**config.mk**
```make
export PLATFORM = sky130hd
export DESIGN_NAME = sorted_priority_queue
export DESIGN_NICKNAME = d
export VERILOG_FILES = /design/src/hw/rtl/spq_pkg.sv /design/src/hw/rtl/spq_ctrl.sv /design/src/hw/rtl/spq_datapath.sv /design/src/hw/rtl/sorted_priority_queue.sv
export SDC_FILE = /design/constraint.sdc
export NUM_CORES = 2
export LEC_CHECK = 0
export ABC_AREA = 0
export BUFFER_PORTS_ARGS = -buffer_cell sky130_fd_sc_hd__buf_2
export CORE_MARGIN = 3
export CORE_UTILIZATION = 60
export DETAILED_ROUTE_END_ITERATION = 8
export PLACE_DENSITY = 0.83
export SYNTH_ARGS = -nofsm -noshare
export SYNTH_HDL_FRONTEND = slang
export SYNTH_SLANG_ARGS = --single-unit
```
**constraint.sdc**
```tcl
create_clock -name clock -period 15.8 [get_ports clock]
set_input_delay 0 -clock clock [delete_from_list [all_inputs] [get_ports clock]]
set_output_delay 0 -clock clock [all_outputs]
set_load 0.05 [all_outputs]
```
**src/hw/rtl/spq_pkg.sv**
```systemverilog
// ----------------------------------------------------------------------------
// spq_pkg
// Shared codes and control/status bundles for the sorted priority queue.
// ----------------------------------------------------------------------------
package spq_pkg;

   // Request kinds (any other code behaves as top)
   localparam logic [1:0] REQ_INSERT = 2'd0;
   localparam logic [1:0] REQ_TOP    = 2'd1;
   localparam logic [1:0] REQ_POP    = 2'd2;

   // Result status codes
   localparam logic [1:0] ST_OK    = 2'd0;
   localparam logic [1:0] ST_EMPTY = 2'd1;
   localparam logic [1:0] ST_FULL  = 2'd2;

   // Controller to datapath commands
   typedef struct packed {
      logic       capture;     // latch the incoming request item
      logic       do_insert;   // insert the latched entry in sorted order
      logic       do_pop;      // remove the head entry
      logic       set_status;  // latch the status code below
      logic [1:0] status;      // status code of the current request
      logic       load_rsp;    // load the result register from the store
   } spq_cmd_type;

   // Datapath to controller status
   typedef struct packed {
      logic [1:0] kind;        // latched request kind
      logic       empty;       // store holds no entry
      logic       full;        // store holds DEPTH entries
   } spq_stat_type;

endpackage

```
**src/hw/rtl/spq_ctrl.sv**
```systemverilog
// ----------------------------------------------------------------------------
// spq_ctrl
// Request sequencer: accept an item, update the store, then report the head.
// ----------------------------------------------------------------------------
module spq_ctrl (
   input  logic                  clock,
   input  logic                  reset,
   input  logic                  req_tvalid,
   output logic                  req_tready,
   output logic                  rsp_tvalid,
   input  logic                  rsp_tready,
   input  spq_pkg::spq_stat_type stat,
   output spq_pkg::spq_cmd_type  cmd
);

   localparam logic [1:0] S_IDLE   = 2'd0;
   localparam logic [1:0] S_EXEC   = 2'd1;
   localparam logic [1:0] S_REPORT = 2'd2;

   logic [1:0] state_ff;
   logic [1:0] state_in;
   logic       rsp_valid_ff;
   logic       rsp_valid_in;

   // Next state and commands
   always_comb begin
      state_in     = state_ff;
      cmd          = '0;
      rsp_valid_in = rsp_valid_ff && !rsp_tready;
      case (state_ff)
         S_IDLE: begin
            if (req_tvalid) begin
               cmd.capture = 1'b1;
               state_in    = S_EXEC;
            end
         end
         S_EXEC: begin
            cmd.set_status = 1'b1;
            cmd.status     = spq_pkg::ST_OK;
            case (stat.kind)
               spq_pkg::REQ_INSERT: begin
                  if (stat.full) begin
                     cmd.status = spq_pkg::ST_FULL;
                  end else begin
                     cmd.do_insert = 1'b1;
                  end
               end
               spq_pkg::REQ_POP: begin
                  if (stat.empty) begin
                     cmd.status = spq_pkg::ST_EMPTY;
                  end else begin
                     cmd.do_pop = 1'b1;
                  end
               end
               default: begin
                  if (stat.empty) begin
                     cmd.status = spq_pkg::ST_EMPTY;
                  end
               end
            endcase
            state_in = S_REPORT;
         end
         S_REPORT: begin
            // wait for the result register to drain
            if (!rsp_valid_ff || rsp_tready) begin
               cmd.load_rsp = 1'b1;
               rsp_valid_in = 1'b1;
               state_in     = S_IDLE;
            end
         end
         default: begin
            state_in = S_IDLE;
         end
      endcase
   end

   always_ff @(posedge clock) begin
      if (reset) begin
         state_ff     <= S_IDLE;
         rsp_valid_ff <= 1'b0;
      end else begin
         state_ff     <= state_in;
         rsp_valid_ff <= rsp_valid_in;
      end
   end

   assign req_tready = (state_ff == S_IDLE);
   assign rsp_tvalid = rsp_valid_ff;

   // A result appears only after the report step
   a_rsp_from_report: assert property (@(posedge clock) disable iff (reset)
      $rose(rsp_valid_ff) |-> $past(state_ff) == S_REPORT)
      else $error("result raised outside report step");

   // Insert and pop are never issued together
   a_one_update: assert property (@(posedge clock) disable iff (reset)
      !(cmd.do_insert && cmd.do_pop))
      else $error("insert and pop issued together");

   // A stalled result stays valid
   a_rsp_hold: assert property (@(posedge clock) disable iff (reset)
      rsp_valid_ff && !rsp_tready |=> rsp_valid_ff)
      else $error("stalled result dropped");

endmodule

```
**src/hw/rtl/spq_datapath.sv**
```systemverilog
// ----------------------------------------------------------------------------
// spq_datapath
// Sorted slot register file with parallel compare, entry count and result
// register.
// ----------------------------------------------------------------------------
module spq_datapath #(
   parameter int DEPTH         = 16,
   parameter int PAYLOAD_BITS  = 32,
   parameter int PRIORITY_BITS = 16
) (
   input  logic                  clock,
   input  logic                  reset,
   input  spq_pkg::spq_cmd_type  cmd,
   output spq_pkg::spq_stat_type stat,
   input  logic [1:0]            req_kind,
   input  logic [31:0]           req_payload,
   input  logic [15:0]           req_priority,
   output logic                  rsp_head_valid,
   output logic [31:0]           rsp_head_payload,
   output logic [15:0]           rsp_head_priority,
   output logic [1:0]            rsp_status,
   output logic [4:0]            rsp_fill_count
);

   localparam int CW = $clog2(DEPTH + 1);

   // Latched request
   logic [1:0]                       kind_ff;
   logic [PAYLOAD_BITS-1:0]          new_pay_ff;
   logic signed [PRIORITY_BITS-1:0]  new_prio_ff;
   logic [1:0]                       status_ff;
   logic [63:0]                      pay_wide;
   logic [31:0]                      prio_wide;

   // Store
   logic [PAYLOAD_BITS-1:0]          slot_pay_ff  [DEPTH];
   logic signed [PRIORITY_BITS-1:0]  slot_prio_ff [DEPTH];
   logic [PAYLOAD_BITS-1:0]          slot_pay_in  [DEPTH];
   logic signed [PRIORITY_BITS-1:0]  slot_prio_in [DEPTH];
   logic [DEPTH-1:0]                 gt;
   logic [CW-1:0]                    count_ff;
   logic [CW-1:0]                    count_in;

   // Result register
   logic                             head_valid_ff;
   logic [31:0]                      head_pay_ff;
   logic [15:0]                      head_prio_ff;
   logic [1:0]                       rsp_status_ff;
   logic [4:0]                       fill_ff;
   logic [63:0]                      head_pay_wide;
   logic signed [31:0]               head_prio_wide;
   logic [31:0]                      fill_wide;

   assign pay_wide  = 64'(req_payload);
   assign prio_wide = 32'(req_priority);

   // Capture the request item and the status code
   always_ff @(posedge clock) begin
      if (cmd.capture) begin
         kind_ff     <= req_kind;
         new_pay_ff  <= pay_wide[PAYLOAD_BITS-1:0];
         new_prio_ff <= prio_wide[PRIORITY_BITS-1:0];
      end
      if (cmd.set_status) begin
         status_ff <= cmd.status;
      end
   end

   // Compare every occupied slot with the new priority
   for (genvar i = 0; i < DEPTH; i++) begin : g_cmp
      assign gt[i] = (CW'(i) < count_ff) && (slot_prio_ff[i] > new_prio_ff);
   end

   // Next slot contents: shift toward the head on pop, open a gap on insert
   for (genvar i = 0; i < DEPTH; i++) begin : g_slot
      always_comb begin
         slot_pay_in[i]  = slot_pay_ff[i];
         slot_prio_in[i] = slot_prio_ff[i];
         if (cmd.do_pop) begin
            if (i < DEPTH - 1) begin
               slot_pay_in[i]  = slot_pay_ff[(i + 1) % DEPTH];
               slot_prio_in[i] = slot_prio_ff[(i + 1) % DEPTH];
            end
         end else if (!gt[i]) begin
            if (i == 0) begin
               slot_pay_in[i]  = new_pay_ff;
               slot_prio_in[i] = new_prio_ff;
            end else if (gt[(i + DEPTH - 1) % DEPTH]) begin
               slot_pay_in[i]  = new_pay_ff;
               slot_prio_in[i] = new_prio_ff;
            end else begin
               slot_pay_in[i]  = slot_pay_ff[(i + DEPTH - 1) % DEPTH];
               slot_prio_in[i] = slot_prio_ff[(i + DEPTH - 1) % DEPTH];
            end
         end
      end
   end

   always_ff @(posedge clock) begin
      if (cmd.do_insert || cmd.do_pop) begin
         for (int i = 0; i < DEPTH; i++) begin
            slot_pay_ff[i]  <= slot_pay_in[i];
            slot_prio_ff[i] <= slot_prio_in[i];
         end
      end
   end

   // Entry count
   always_comb begin
      count_in = count_ff;
      if (cmd.do_insert) begin
         count_in = count_ff + CW'(1);
      end else if (cmd.do_pop) begin
         count_in = count_ff - CW'(1);
      end
   end

   always_ff @(posedge clock) begin
      if (reset) begin
         count_ff <= '0;
      end else begin
         count_ff <= count_in;
      end
   end

   // Head of the store, zero when empty
   assign head_pay_wide  = 64'(slot_pay_ff[0]);
   assign head_prio_wide = 32'(slot_prio_ff[0]);
   assign fill_wide      = 32'(count_ff);

   always_ff @(posedge clock) begin
      if (cmd.load_rsp) begin
         head_valid_ff <= (count_ff != '0);
         head_pay_ff   <= (count_ff != '0) ? head_pay_wide[31:0] : 32'd0;
         head_prio_ff  <= (count_ff != '0) ? head_prio_wide[15:0] : 16'd0;
         rsp_status_ff <= status_ff;
         fill_ff       <= fill_wide[4:0];
      end
   end

   assign stat.kind  = kind_ff;
   assign stat.empty = (count_ff == '0);
   assign stat.full  = (count_ff == CW'(DEPTH));

   assign rsp_head_valid    = head_valid_ff;
   assign rsp_head_payload  = head_pay_ff;
   assign rsp_head_priority = head_prio_ff;
   assign rsp_status        = rsp_status_ff;
   assign rsp_fill_count    = fill_ff;

   // Count stays within the store
   a_count_range: assert property (@(posedge clock) disable iff (reset)
      count_ff <= CW'(DEPTH))
      else $error("entry count beyond depth");

   // Insert grows the count by one
   a_insert_count: assert property (@(posedge clock) disable iff (reset)
      cmd.do_insert |=> count_ff == $past(count_ff) + CW'(1))
      else $error("insert did not add one entry");

   // Pop shrinks the count by one
   a_pop_count: assert property (@(posedge clock) disable iff (reset)
      cmd.do_pop |=> count_ff == $past(count_ff) - CW'(1))
      else $error("pop did not remove one entry");

endmodule

```
**src/hw/rtl/sorted_priority_queue.sv**
```systemverilog
// ----------------------------------------------------------------------------
// sorted_priority_queue
// Priority queue of up to DEPTH entries kept sorted by descending priority.
// ----------------------------------------------------------------------------
// Usage:
//   req channel: one request item per handshake; req_tuser carries the kind
//   (insert, top, pop), req_tdata the payload and signed priority of an
//   insert. A new entry goes after every entry of strictly greater priority.
//   rsp channel: exactly one result item per request, carrying the head entry
//   after the request, the entry count and a status (ok, empty, full).
//   An insert into a full store is dropped with status full; top or pop on
//   an empty store reports status empty and changes nothing.
// Sequence:
//   The request is latched at the accepting edge; the execute step then compares
//   all slots in parallel and shifts the sorted slot registers, and the report
//   step loads the result register and sets rsp_tvalid. One request at a
//   time: the next request is accepted only after the report step.
// Reset and stall:
//   Reset empties the store at once (the entry count clears; slot contents
//   are not cleared). While rsp_tready is low the result register holds; the
//   next request is still accepted and processed, then waits in its report
//   step until the held result is taken.
// ----------------------------------------------------------------------------
module sorted_priority_queue #(
   parameter int DEPTH         = 16,
   parameter int PAYLOAD_BITS  = 32,
   parameter int PRIORITY_BITS = 16
) (
   input  logic        clock,
   input  logic        reset,
   input  logic        req_tvalid,
   output logic        req_tready,
   input  logic [47:0] req_tdata,   // [31:0] item_payload, [47:32] item_priority
   input  logic [1:0]  req_tuser,   // [1:0] req_type
   output logic        rsp_tvalid,
   input  logic        rsp_tready,
   output logic [55:0] rsp_tdata,   // [31:0] head_payload, [47:32] head_priority,
                                    // [52:48] fill_count, [55:53] zero
   output logic [2:0]  rsp_tuser    // [0] head_valid, [2:1] status
);

   spq_pkg::spq_cmd_type  cmd;
   spq_pkg::spq_stat_type stat;
   logic                  head_valid;
   logic [31:0]           head_payload;
   logic [15:0]           head_priority;
   logic [1:0]            status;
   logic [4:0]            fill_count;

   spq_ctrl u_ctrl (
      .clock      (clock),
      .reset      (reset),
      .req_tvalid (req_tvalid),
      .req_tready (req_tready),
      .rsp_tvalid (rsp_tvalid),
      .rsp_tready (rsp_tready),
      .stat       (stat),
      .cmd        (cmd)
   );

   spq_datapath #(
      .DEPTH         (DEPTH),
      .PAYLOAD_BITS  (PAYLOAD_BITS),
      .PRIORITY_BITS (PRIORITY_BITS)
   ) u_datapath (
      .clock             (clock),
      .reset             (reset),
      .cmd               (cmd),
      .stat              (stat),
      .req_kind          (req_tuser),
      .req_payload       (req_tdata[31:0]),
      .req_priority      (req_tdata[47:32]),
      .rsp_head_valid    (head_valid),
      .rsp_head_payload  (head_payload),
      .rsp_head_priority (head_priority),
      .rsp_status        (status),
      .rsp_fill_count    (fill_count)
   );

   // Pack the result item
   assign rsp_tdata = {3'b000, fill_count, head_priority, head_payload};
   assign rsp_tuser = {status, head_valid};

endmodule

```
==> flow_summary.toml <==
[critical_path]
slowest_delay_ns = 0.91
r2r_end = "u_datapath.slot_pay_ff[12][12]"
path_cells = "inv_1 -> ha_1 -> nand2_1 -> buf_4 -> and3_4 -> buf_4 -> buf_4 -> buf_4 -> nand2_1 -> o211ai_1"
rrSetupSlack_ns = 10.43
start_kind = "flip-flop"
cp_common_cell = "buf_4"
worst-path-buf-inv = 5
cp_data_required_time_ns = 16.26
critPathCaptureType = "flip-flop"
crit_fanout = 92
arrival_ns = 5.83
timing.rr.start = "u_datapath.count_ff[1]"
ff2ff_path_depth = 10
path_delay_family = "buffers and inverters"
critPathSlowestCell = "buf_4"
crit_type = "reg2reg"
critPathLaunch = "u_datapath.count_ff[1]"

[power_and_ir_drop]
ir_drop_v = 0.0000854
p_leak_uw = 0.0180
power_density_mw_per_mm2 = 99.9
power_uw = 5100

[cts]
cts_buffers = 90
cts_tree = "yes"
clk_path_buf_depth = 3
post_cts_buffers = 0
clock_sinks = 884
postCtsResizedCells = 0
cts-root-buf = "clkbuf_16"
htree_levels = 3
path_clk_slew_ns = 0.06
clk_latency_ns = 0.67

[synthesis]
synth_area_per_cell_um2 = 10.9
synth_edf_count = 876
syn_area_mm2 = 0.0468
synth_area_leader_cell = "edfxtp_1"
yosysMostFrequentCell = "edfxtp_1"
synth_ff_type = "edfxtp_1"
netlist_instances = 4289
synth-seq-area-share_pct = 56.5
synth.area.top_cells = "edfxtp_1 56%, o211ai_1 10%, nand3_1 7.0%"
ys_types = 60
synthArstFlopShare_pct = 0
synth-seq-cells = 884
synth_top_area_share_pct = 56.2
yosys_warnings = 0
synth_commonest_cells = "876 x edfxtp_1, 813 x nand2_1, 651 x nand3_1, 623 x o211ai_1, 259 x ha_1"

[finish]
fin_nets = 4539
final_cells = 5333
syn2layout_area_growth_pct = 9.00
final_core_util_pct = 66.7
drive_gt1_share_pct = 8.51
fill_cells = 5557

[detailed_routing]
drtAntennaViolNets = 0
wl_mm = 133
drt-initial-drc-count = 6227
firstDrtPassIters = 6
vias = 37400
route.detailed.drc = 0
wl_per_cell_um = 24.9
vias_per_cell = 7.01

[sta]
finalHoldViolCount = 0
relSlewSlack_pct = 20.7
max_freq_mhz = 186
setup_viol = 0
slew_violations = 0
rsz0062_at_grt = "no"
worst_pin_slew_ns = 1.19
finalCritPeriodShare_pct = 34.0
clock_skew_ns = 0.0295
period_needed_ns = 5.37
tns_ns = 0

[flow_run]
maxCapViolCount = 0

[min_path]
hold_depth = 2
hp-start = "req_tdata[1]"
min_to = "u_datapath.new_pay_ff[1]"
hold_path.class = "in2reg"

[global_route]
grtUsageMet2_pct = 47.9
grtUsageTotal_pct = 31.6
grtUsageMet1_pct = 44.0
antenna_found_initial = 7
grt_busiest_layer = "met2"
grt_pass1_vias = 35300
grt_max_degree = 188
grt.met3_usage_pct = 7.90
grt_pass1_wl_mm = 203
gr-total-overflow = 0

[place]
dp.cells = 5112
io_buffers = 111
hpwl_mm = 77.2
gp_congestion = 0.910

[outcome]
outcome = "completed"

[floorplan]
start_util_pct = 61.2
die_x_um = 285
ios = 115
core_area_mm2 = 0.0766
die_h_um = 285
rows = 101
die_area_mm2 = 0.0815
-- worst max path at each step --
stage	end	slack [ns]	cells past startpoint
2_1_floorplan	u_datapath.slot_pay_ff[13][0]	9.64	10
3_3_place_gp	u_datapath.slot_pay_ff[13][13]	10.75	10
3_5_place_dp	u_datapath.slot_pay_ff[4][13]	10.59	10
4_1_cts	u_datapath.slot_pay_ff[12][21]	10.57	10
5_1_grt	u_datapath.slot_pay_ff[12][12]	10.06	10
6_report	u_datapath.slot_pay_ff[12][12]	10.43	10
-- routing by layer --
layer,wire length [um],vias up
li1,-,16200
met1,50400,17800
met2,59200,2901
met3,17700,414
met4,5200,6
met5,34,-
-- cell type report --
type / count / area, um^2 / area share (%)
diodes: 4 / 10.0 / 0.0196
clock buffers: 119 / 2450 / 4.81
clock inverters: 46 / 355 / 0.696
inverters: 41 / 154 / 0.301
multi-input cells: 3000 / 18900 / 37.0
flip-flops and latches: 884 / 26500 / 51.8
well taps: 1030 / 1290 / 2.52
repair buffers: 209 / 1460 / 2.86
-- cell usage in the layout, fill, tap and decap left out, drive strengths merged, types with 4 or more instances in the layout --
master / n
a211o: 4
nand2: 813
o211ai: 625
dfxtp: 8
clkinv: 38
o21a: 7
dlygate4sd3: 52
inv: 43
a21oi: 128
nor3: 12
and4: 4
o21ai: 27
o221ai: 13
mux2: 55
edfxtp: 876
a211oi: 16
nand2b: 13
nand3: 651
buf: 157
ha: 259
a2111oi: 4
mux2i: 51
and2: 54
a31oi: 5
nor2: 78
nand3b: 5
bufinv: 4
a21boi: 5
nor2b: 19
diode: 4
a21o: 40
clkbuf: 119
nand4: 55
nor4: 13
-- through the flow --
step | setup slack, ns | hold slack (ns) | cell area, um^2
2_1_floorplan | 9.64 | 0.0691 | 46900
3_3_place_gp | 10.75 | 0.177 | 47700
3_5_place_dp | 10.59 | 0.178 | 47700
4_1_cts | 10.57 | 0.0253 | 51100
5_1_grt | 10.06 | 0.0564 | 51100
6_report | 10.43 | 0.0476 | 51100
-- logic make-up after synthesis --
logic type	synth area share [%]
buf+inv	3.79
other cells	0.00800
mux	2.41
flops	56.5
xor+xnor	0.0748
simple gates	16.7
compound gates	13.6
fa+ha+maj	6.92
-- report_power, final --
part,switching (uW),leakage [uW],internal [uW]
registers,38.6,0.00804,2630
clock network,933,0.00137,1160
logic,230,0.00854,109
-- sequential cells by signal, indices dropped and copies added (netlist names), 5 cells and up --
register,flops
u_datapath.new_pay_ff,32
u_datapath.new_prio_ff,16
u_datapath.slot_prio_ff,256
u_datapath.rsp_head_payload,32
u_datapath.count_ff,5
u_datapath.rsp_fill_count,5
u_datapath.slot_pay_ff,512
u_datapath.rsp_head_priority,16
-- worst reg2reg max path: cells and delay by family, from the launching register on --
kind	cells	cell delay, ns
and+or+nand+nor	3	1.09
adders and majority gates	1	0.28
DFF	1	0.55
buffers and inverters	5	3.09
AOI/OAI and AO/OA	1	0.17
-- repair_timing --
| action | CTS | global route |
|---|---|---|
| endpoints found under the setup margin | 0 | 0 |
| hold buffers | 52 | 0 |
| hold endpoints to repair | 58 | 0 |
Power figures use the tool's default switching activity.
